$ cat src/hw/rtl/assert_macros.svh
// Assertion helpers shared by the RTL.
`ifndef ASSERT_MACROS_SVH
`define ASSERT_MACROS_SVH

// Same-cycle implication, disabled while reset is held.
`define ASSERT_IMPL(label, clk, rst_n, a, b) \
  label: assert property (@(posedge clk) disable iff (!rst_n) (a) |-> (b)) \
    else $error("assertion failed");

// Next-cycle implication, active during reset as well.
`define ASSERT_NEXT(label, clk, a, b) \
  label: assert property (@(posedge clk) (a) |=> (b)) \
    else $error("assertion failed");

`endif

$ cat src/hw/rtl/pide_pkg.sv
package pide_pkg;

  localparam int unsigned BLOCK_DEPTH_DEF = 256;

  // One-hot expansion phases.
  typedef enum logic [11:0] {
    PH_OP         = 12'b000000000001,
    PH_ARG_COUNT  = 12'b000000000010,
    PH_ARG_CUSTOM = 12'b000000000100,
    PH_ARG_REPEAT = 12'b000000001000,
    PH_ZERO       = 12'b000000010000,
    PH_LIT        = 12'b000000100000,
    PH_BLOCK_IN   = 12'b000001000000,
    PH_REPLAY     = 12'b000010000000,
    PH_CUSTOM     = 12'b000100000000,
    PH_ZFILL      = 12'b001000000000,
    PH_DONE       = 12'b010000000000,
    PH_ERR        = 12'b100000000000
  } phase_t;

  typedef enum logic [1:0] {
    KIND_PACKED  = 2'd0,
    KIND_DRAIN   = 2'd1,
    KIND_RESTART = 2'd2,
    KIND_BAD     = 2'd3
  } kind_t;

  localparam logic [2:0] OPC_ZERO   = 3'd0;
  localparam logic [2:0] OPC_COPY   = 3'd1;
  localparam logic [2:0] OPC_REPEAT = 3'd2;
  localparam logic [2:0] OPC_ILV_CP = 3'd3;
  localparam logic [2:0] OPC_ILV_Z  = 3'd4;

  localparam logic [2:0] ST_OK       = 3'd0;
  localparam logic [2:0] ST_BAD_OP   = 3'd1;
  localparam logic [2:0] ST_BAD_ARG  = 3'd2;
  localparam logic [2:0] ST_TOO_BIG  = 3'd3;
  localparam logic [2:0] ST_WRONG    = 3'd4;
  localparam logic [2:0] ST_MISMATCH = 3'd5;

  localparam logic [7:0] COUNT_MASK = 8'h1f;
  localparam logic [7:0] ARG_MASK   = 8'h7f;
  localparam logic [7:0] ARG_MORE   = 8'h80;

  localparam logic       CFG_PACKED_LEN   = 1'b0;
  localparam logic       CFG_UNPACKED_LEN = 1'b1;

  typedef struct packed {
    kind_t      kind;
    logic [7:0] data;
  } item_t;

  typedef struct packed {
    logic byte_valid;
    logic [7:0] out_byte;
    logic want_packed;
    logic [2:0] status;
    logic done_res;
  } result_t;

endpackage

$ cat src/hw/rtl/pide_front.sv
module pide_front (
  input  logic             clk,
  input  logic             rst_n,
  input  logic             in_valid,
  output logic             in_stall,
  input  logic [1:0]       in_cmd,
  input  logic [7:0]       in_packed_byte,
  output logic             q_valid,
  output pide_pkg::item_t  q_item,
  input  logic             q_take
);

  pide_pkg::item_t slot_r [2];
  logic [1:0] count_r, count_nxt;
  logic       rd_r, rd_nxt;
  logic       wr_r, wr_nxt;
  logic       push, pop;
  pide_pkg::item_t cls;

  always_comb begin
    cls.data = in_packed_byte;
    case (in_cmd)
      pide_pkg::KIND_PACKED:  cls.kind = pide_pkg::KIND_PACKED;
      pide_pkg::KIND_DRAIN:   cls.kind = pide_pkg::KIND_DRAIN;
      pide_pkg::KIND_RESTART: cls.kind = pide_pkg::KIND_RESTART;
      default:                cls.kind = pide_pkg::KIND_BAD;
    endcase
  end

  assign in_stall  = (count_r == 2'd2);
  assign push      = in_valid && !in_stall;
  assign q_valid   = (count_r != 2'd0);
  assign q_item    = slot_r[rd_r];
  assign pop       = q_valid && q_take;
  assign count_nxt = 2'(count_r + {1'b0, push} - {1'b0, pop});
  assign rd_nxt    = pop ? !rd_r : rd_r;
  assign wr_nxt    = push ? !wr_r : wr_r;

  always_ff @(posedge clk) begin
    if (!rst_n) begin
      count_r <= 2'd0;
      rd_r    <= 1'b0;
      wr_r    <= 1'b0;
    end else begin
      count_r <= count_nxt;
      rd_r    <= rd_nxt;
      wr_r    <= wr_nxt;
    end
  end

  always_ff @(posedge clk) begin
    if (push) begin
      slot_r[wr_r] <= cls;
    end
  end

endmodule

$ cat config.mk
export PLATFORM = sky130hd
export DESIGN_NAME = pide_front
export DESIGN_NICKNAME = d
export VERILOG_FILES = /design/src/hw/rtl/assert_macros.svh /design/src/hw/rtl/pide_pkg.sv /design/src/hw/rtl/pide_front.sv
export SDC_FILE = /design/constraint.sdc
export NUM_CORES = 1
export LEC_CHECK = 0
export BUFFER_PORTS_ARGS = -buffer_cell sky130_fd_sc_hd__buf_2
export CELL_PAD_IN_SITES_DETAIL_PLACEMENT = 1
export CELL_PAD_IN_SITES_GLOBAL_PLACEMENT = 1
export CORE_MARGIN = 5
export CORE_UTILIZATION = 35
export CTS_CLUSTER_DIAMETER = 60
export DETAILED_ROUTE_END_ITERATION = 8
export PLACE_DENSITY_LB_ADDON = 0.1
export REMOVE_ABC_BUFFERS = 1
export SETUP_SLACK_MARGIN = 0.05
export SLEW_MARGIN = 20
export SYNTH_ARGS = -nofsm -noshare
export SYNTH_HDL_FRONTEND = slang
export SYNTH_SLANG_ARGS = --single-unit
$ cat constraint.sdc
create_clock -name clk -period 3.75 [get_ports clk]
set_input_delay 0.5625 -clock clk [delete_from_list [all_inputs] [get_ports clk]]
set_output_delay 0.5625 -clock clk [all_outputs]
set_load 0.1 [all_outputs]
Word level (Yosys, flattened, before mapping)
Memories as Yosys holds them, arrays and structs flattened. A register that Yosys moved wholly into a read port is not among the register bits.
Index checks and enable logic that the tools add are counted.
{"block": "classes", "n_addsub": 2, "eq_ne": 3, "mux": 5, "reduce_logical": 7}
{"cell": "$pmux 2 s3", "count": 1}
{"cell": "$eq 2x2->1 const B", "count": 2}
{"cell": "$mux 1", "count": 4}
{"cell": "$logic_not 1->1", "count": 3}
{"cell": "$add 2x1->2", "count": 1}
{"cell": "$eq 2x1->1 const B", "count": 1}
{"cell": "$logic_and 1x1->1", "count": 2}
{"cell": "$logic_not 2->1", "count": 1}
{"cell": "$reduce_bool 2->1", "count": 1}
{"cell": "$sub 2x1->2", "count": 1}
{"block": "word_totals", "ff_bits": 4, "ramBits": 20, "input_bits": 14, "out_inout_bits": 12, "word_cells": 21, "memories": 1}
{"memory": "slot_r", "words": 2, "width": 10, "rd": 1, "rd_clocked_by_memory_dff": 1, "wr": 1, "line": "pide_front.sv:13", "text": "pide_pkg::item_t slot_r [2];"}

Logic depth before layout (Yosys ltp)
Gate-level depths: netlist (run 1).
{"block": "logic_depth", "ltp_word": 5, "mapped_depth": 8, "ltp_nobuf": 8}

Least setup slack after synthesis (run 1)
No wires, ideal clock.
{"block": "synth_path", "path_type": "input -> register", "from": "input port q_take", "to": "register count_r[1]", "setup_ns": 0.115, "arrival_time_ns": 1.524, "required_time_ns": 3.635, "path_slack_ns": 2.111, "stages": 7, "n_path_buf": 0, "path_cell_list": "o21a_2 -> ha_1 -> inv_1 -> ha_1 -> xnor2_1 -> xnor2_1 -> and2_1"}
{"block": "synth_between", "elab_chain_len": 2}
{"item": "from (decl)", "line": "pide_front.sv:10", "text": "input logic q_take"}
{"item": "$logic_and 1x1->1", "line": "pide_front.sv:34", "text": "assign pop = q_valid && q_take;"}
{"item": "$sub 2x1->2", "line": "pide_front.sv:35", "text": "assign count_nxt = 2'(count_r + {1'b0, push} - {1'b0, pop});"}
{"item": "to (signal assigned)", "line": "pide_front.sv:45", "text": "count_r <= count_nxt;"}
{"item": "to (decl)", "line": "pide_front.sv:14", "text": "logic [1:0] count_r, count_nxt;"}
No other way between the ends.
A chain may end at the register's enable or synchronous reset.

==> metrics.md, run 1 <==
| Metric | Value |
|---|---|
| Run status | `finished, final reports clean` |
| Final min period | `2191 ps` |
| Layout fillers | `297` |
| # Post-CTS Setup Buffers | `0` |
| CTS Hold Bufs | `0` |
| Gr usage total | `0.08763` |
| I/O pin count | `26` |
| # diodes | `0` |
| CTS clk-pin slew, worst paths | `140 ps` |
| ANT nets after route | `0` |
| Final core utilization | `0.4220` |
| Pre-CTS setup slack | `1875 ps` |
| Skew-Pair Late Insertion Delay | `310 ps` |
| Die height | `62.57 µm` |
| CORE AREA | `2710 µm²` |
| Initial antenna violation count | `0` |
| Cell variety after synth | `17` |
| Synth top area cells | `edfxtp_1 (62%), mux2_2 (12%), dfxtp_1 (10%)` |
| Hold path depth | `1` |
| # port buffers | `25` |
| Worst Path Required | `3190 ps` |
| Worst reg2reg path depth | `8` |
| Final worst-path cycle share | `0.5842` |
| CTS Buf Count | `3` |
| Synth warn | `0` |
| Yosys reg bits | `25` |
| CP Max Fanout | `10` |
| Min-delay src | `in_packed_byte[3]` |
| Post-route setup slack | `1559 ps` |
| Die ar. | `3914 µm²` |
| PostCTS Resize Cnt | `0` |
| FF-to-FF End | `count_r[1]$_SDFF_PN0_` |
| Die Wd | `62.57 µm` |
| H-tree Lvls | `1` |
| Yosys top cell area share | `0.6210` |
| DP HPWL | `1.192 mm` |
| Routed Wire Length | `1.634 mm` |
| Syn Inst Count | `58` |
| Worst Hold Class | `in -> reg` |
| FF-to-FF Start | `count_r[0]$_SDFF_PN0_` |
| Mapped Area | `967.2 µm²` |
| DR vias | `525` |
| Final setup viols | `0` |
| Row count | `19` |
| Share of cells above drive strength 1 | `0.4881` |
| Setup crit start kind | `flop` |
| Crit end category | `primary output` |
| DR pass1 iterations | `3` |
| Hold Fails Final Rpt | `0` |
| GR Overflow Total | `0` |
| Pins over their slew limit | `0` |
| RSZ-0062 raised after global routing | `no` |
| Clk root buf | `clkbuf_4` |
| Longest Clk Path Bufs | `2` |
| Clock Sinks | `25` |
| Mean Syn Cell Area | `16.68 µm²` |
| Cell Count, Final, Fillers Out | `115` |
| Placed insts | `111` |
| CTS tree | `done` |
| F_max | `456.4 MHz` |
| Type of the worst setup path | `reg -> out` |
| Drt drc | `0` |
| Via-per-instance ratio | `4.565` |
| Starting Density | `0.3569` |
| Syn-to-layout area delta | `18.24%` |
| TNS Setup | `0 ps` |
| Worst endpoint data arrival time | `1630 ps` |
| Worst Hold Path EP | `slot_r[1][3]$_DFFE_PP_` |
| NumNets Final | `101` |
| DR iter-0 viols | `6` |
| Flop2flop setup slack | `2100 ps` |
| Placer's final routability congestion estimate | `0.6430` |
| Max-cap check violation count | `0` |
| Worst slew margin | `0.4622` |
| Area leader, netlist | `edfxtp_1` |
| Largest net degree at the start of global routing | `15` |
| Vias in the first global route | `577` |
| Tightest Pin Transition | `803.7 ps` |
| Routed len/inst | `14.21 µm` |
| First-pass GRT wire length | `2.656 mm` |
| Skew final | `5.602 ps` |
| Register area share after synthesis | `0.7245` |
-- layout make-up --
class	instances	area, µm²	share of cell area
clock buffers	3	22.52	0.01969
repair buffers	25	125.1	0.1094
well taps	31	38.79	0.03392
inverters	2	7.507	0.006565
clock inverters	1	5.005	0.004376
flip-flops and latches	25	700.7	0.6127
multi-input cells	28	244.0	0.2133
-- routing by layer --
layer / track usage / part of all wire / vias up
met1: 0.09524 / 0.42 / 249
met2: 0.1516 / 0.51 / 14
li1: - / - / 260
met5: 0 / 0 / -
met4: 0.03979 / 0.010 / 0
met3: 0.03058 / 0.063 / 2
-- placed cells by master, fill, tap and decap left out, drive strengths merged --
master,instances
and3,1
mux2,10
nand2b,2
mux2i,1
dfxtp,5
clkbuf,3
ha,2
or2,1
nor2,1
inv,2
and2,2
nand2,2
xnor2,3
edfxtp,20
o21a,1
clkinv,1
buf,25
nor2b,2
-- cell usage after synthesis --
| master | number |
|---|---|
| mux2i_1 | 1 |
| inv_1 | 2 |
| edfxtp_1 | 20 |
| and3_1 | 1 |
| or2_2 | 1 |
| clkbuf_1 | 2 |
| o21a_2 | 1 |
| xnor2_1 | 3 |
| and2_1 | 2 |
| ha_1 | 2 |
| buf_4 | 1 |
| dfxtp_1 | 5 |
| nor2_1 | 1 |
| nand2b_1 | 2 |
| nor2b_1 | 2 |
| nand2_1 | 2 |
| mux2_2 | 10 |
-- logic make-up after synthesis --
group / after synthesis / share of synthesized area
and+or+nand+nor: 11 / 0.06339
xor gates and xnor gates: 3 / 0.02717
DFF: 25 / 0.7245
muxes: 11 / 0.1268
AOI/OAI and AO/OA: 1 / 0.009057
adders and majority gates: 2 / 0.02587
buffers and inverters: 5 / 0.02329
-- flip-flops by register name (all words and copies together) (netlist names), named ones only --
signal / flops
slot_r: 20
count_r: 2
rd_r: 1
wr_r: 1
-- how the worst max path moves through the flow --
stage / start / endpoint / slack [ps] / depth (start not counted)
2_1_floorplan: flop / q_item[0] / 2100 / 1
3_3_place_gp: flop / q_item[8] / 1880 / 2
3_5_place_dp: flop / q_item[8] / 1870 / 2
4_1_cts: flop / q_item[8] / 1510 / 2
5_1_grt: flop / q_item[2] / 1460 / 2
6_report: flop / q_item[8] / 1560 / 2
-- metrics by stage --
step | area (µm²) | hold slack, ps
after floorplan | 952.2 | 454.9
after global placement | 1116 | 474.4
after detailed placement | 1116 | 513.2
after CTS | 1144 | 423.6
after global routing | 1144 | 407.3
final | 1144 | 429.4
-- critical path, stage by stage (launching register included) --
cell	delay, ps
dfxtp_1	630
mux2_2	400
buf_2	290
Power of run 1 is left out: the tool's default activity adds up to more than one toggle a clock period on the data nets, which glitch-free logic cannot reach.
==> run 2: changes to the inputs <==
==> constraint.sdc (replaced) <==
create_clock -name clk -period 2.25 [get_ports clk]
set_input_delay 0.3375 -clock clk [delete_from_list [all_inputs] [get_ports clk]]
set_output_delay 0.3375 -clock clk [all_outputs]
set_load 0.1 [all_outputs]
==> run 2 against run 1 <==
Worst hold slack lost 230 ps. Non-clock buffer count rose by 1. Die area stayed put. Clock-buffer cell count stayed put. Sequential cell count stayed put. Highest routed layer unchanged.
==> metrics.md, run 2 (synthesis gave the netlist of run 1 again) <==
| Metric | Value |
|---|---|
| Clk root buf | `clkbuf_4` |
| Drt drc | `0` |
| Worst Path Required | `1910 ps` |
| Cell Count, Final, Fillers Out | `116` |
| Starting Density | `0.3569` |
| Pre-CTS setup slack | `599.6 ps` |
| Die Wd | `62.57 µm` |
| Die height | `62.57 µm` |
| Run status | `finished, final reports clean` |
| DR vias | `538` |
| DR pass1 iterations | `4` |
| Hold Fails Final Rpt | `0` |
| Largest register FFs | `20` |
| Skew-Pair Late Insertion Delay | `320 ps` |
| Setup crit start kind | `flop` |
| Die ar. | `3914 µm²` |
| RSZ-0062 raised after global routing | `no` |
| Post-route setup slack | `275.9 ps` |
| Clock Sinks | `25` |
| TNS Setup | `0 ps` |
| CORE AREA | `2710 µm²` |
| Gr usage total | `0.08556` |
| ANT nets after route | `0` |
| Skew final | `4.505 ps` |
| DP HPWL | `1.169 mm` |
| Via-per-instance ratio | `4.638` |
| CTS tree | `done` |
| Routed Wire Length | `1.553 mm` |
| Commonest non-fill, non-tap cell in the layout | `buf_2` |
| Row count | `19` |
| Worst Hold Class | `in -> reg` |
| Largest net degree at the start of global routing | `15` |
| CTS Buf Count | `3` |
| Final min period | `1974 ps` |
| Worst endpoint data arrival time | `1640 ps` |
| Initial antenna violation count | `0` |
| Share of cells above drive strength 1 | `0.4941` |
| DR iter-0 viols | `18` |
| NumNets Final | `102` |
| Routed len/inst | `13.39 µm` |
| Final worst-path cycle share | `0.8774` |
| F_max | `506.6 MHz` |
| H-tree Lvls | `1` |
| Tightest Pin Transition | `494.5 ps` |
| CP Max Fanout | `10` |
| Syn-to-layout area delta | `19.02%` |
| Longest Clk Path Bufs | `2` |
| Max-cap check violation count | `0` |
| Largest register by flop count | `slot_r` |
| CTS Hold Bufs | `0` |
| Type of the worst setup path | `reg -> out` |
| PostCTS Resize Cnt | `0` |
| CTS clk-pin slew, worst paths | `130 ps` |
| GR Overflow Total | `0` |
| Placer's final routability congestion estimate | `0.6349` |
| # port buffers | `25` |
| Final setup viols | `0` |
| # diodes | `0` |
| Most frequent cells in the layout | `buf_2 (25), edfxtp_1 (20), mux2_2 (10), dfxtp_1 (5)` |
| # Post-CTS Setup Buffers | `0` |
| Vias in the first global route | `590` |
| Crit end category | `primary output` |
| Placed insts | `112` |
| I/O pin count | `26` |
| First-pass GRT wire length | `2.580 mm` |
| Top Registers | `slot_r x20, count_r x2` |
| Worst slew margin | `0.6703` |
| Pins over their slew limit | `0` |
-- run 2: final timing paths --
path	depth (start not counted)	slack (ps)	endpoint	startpoint
hold reg to reg	2	500	wr_r$_SDFFE_PN0N_	wr_r$_SDFFE_PN0N_
hold / removal	1	200	slot_r[1][6]$_DFFE_PP_	in_packed_byte[6]
setup reg to reg	8	610	count_r[1]$_SDFF_PN0_	count_r[0]$_SDFF_PN0_
setup / recovery	2	280	q_item[8]	flop
-- run 2: per-layer routing --
metal  up-vias  global-route usage  part of all wire
li1        257                   -                 -
met4         0             0.06366             0.034
met2        17              0.1438              0.48
met1       259             0.08447              0.42
met3         5             0.03237             0.069
met5         -                   0                 0
-- run 2: critical path, stage by stage (launching register included) --
cell	delay, ps
dfxtp_1	640
mux2_2	390
buf_2	290
-- run 2: final cells by class --
type	count	area, µm²
fill	299	1559
sequential	25	700.7
multi-input combinational	28	244.0
timing repair buffer	26	132.6
tap	31	38.79
clock buffer	3	22.52
inverter	2	7.507
clock inverter	1	5.005
-- run 2: through the flow --
| stage | hold WS, ps | instance area (µm²) | utilization |
|---|---|---|---|
| final | 202.5 | 1151 | 0.4247 |
| after global routing | 169.3 | 1151 | 0.4247 |
| after CTS | 187.1 | 1151 | 0.4247 |
| after detailed placement | 495.6 | 1124 | 0.4146 |
| after global placement | 484.1 | 1124 | 0.4146 |
| after floorplan | 436.4 | 952.2 | - |
Power of run 2 is left out for the same reason.
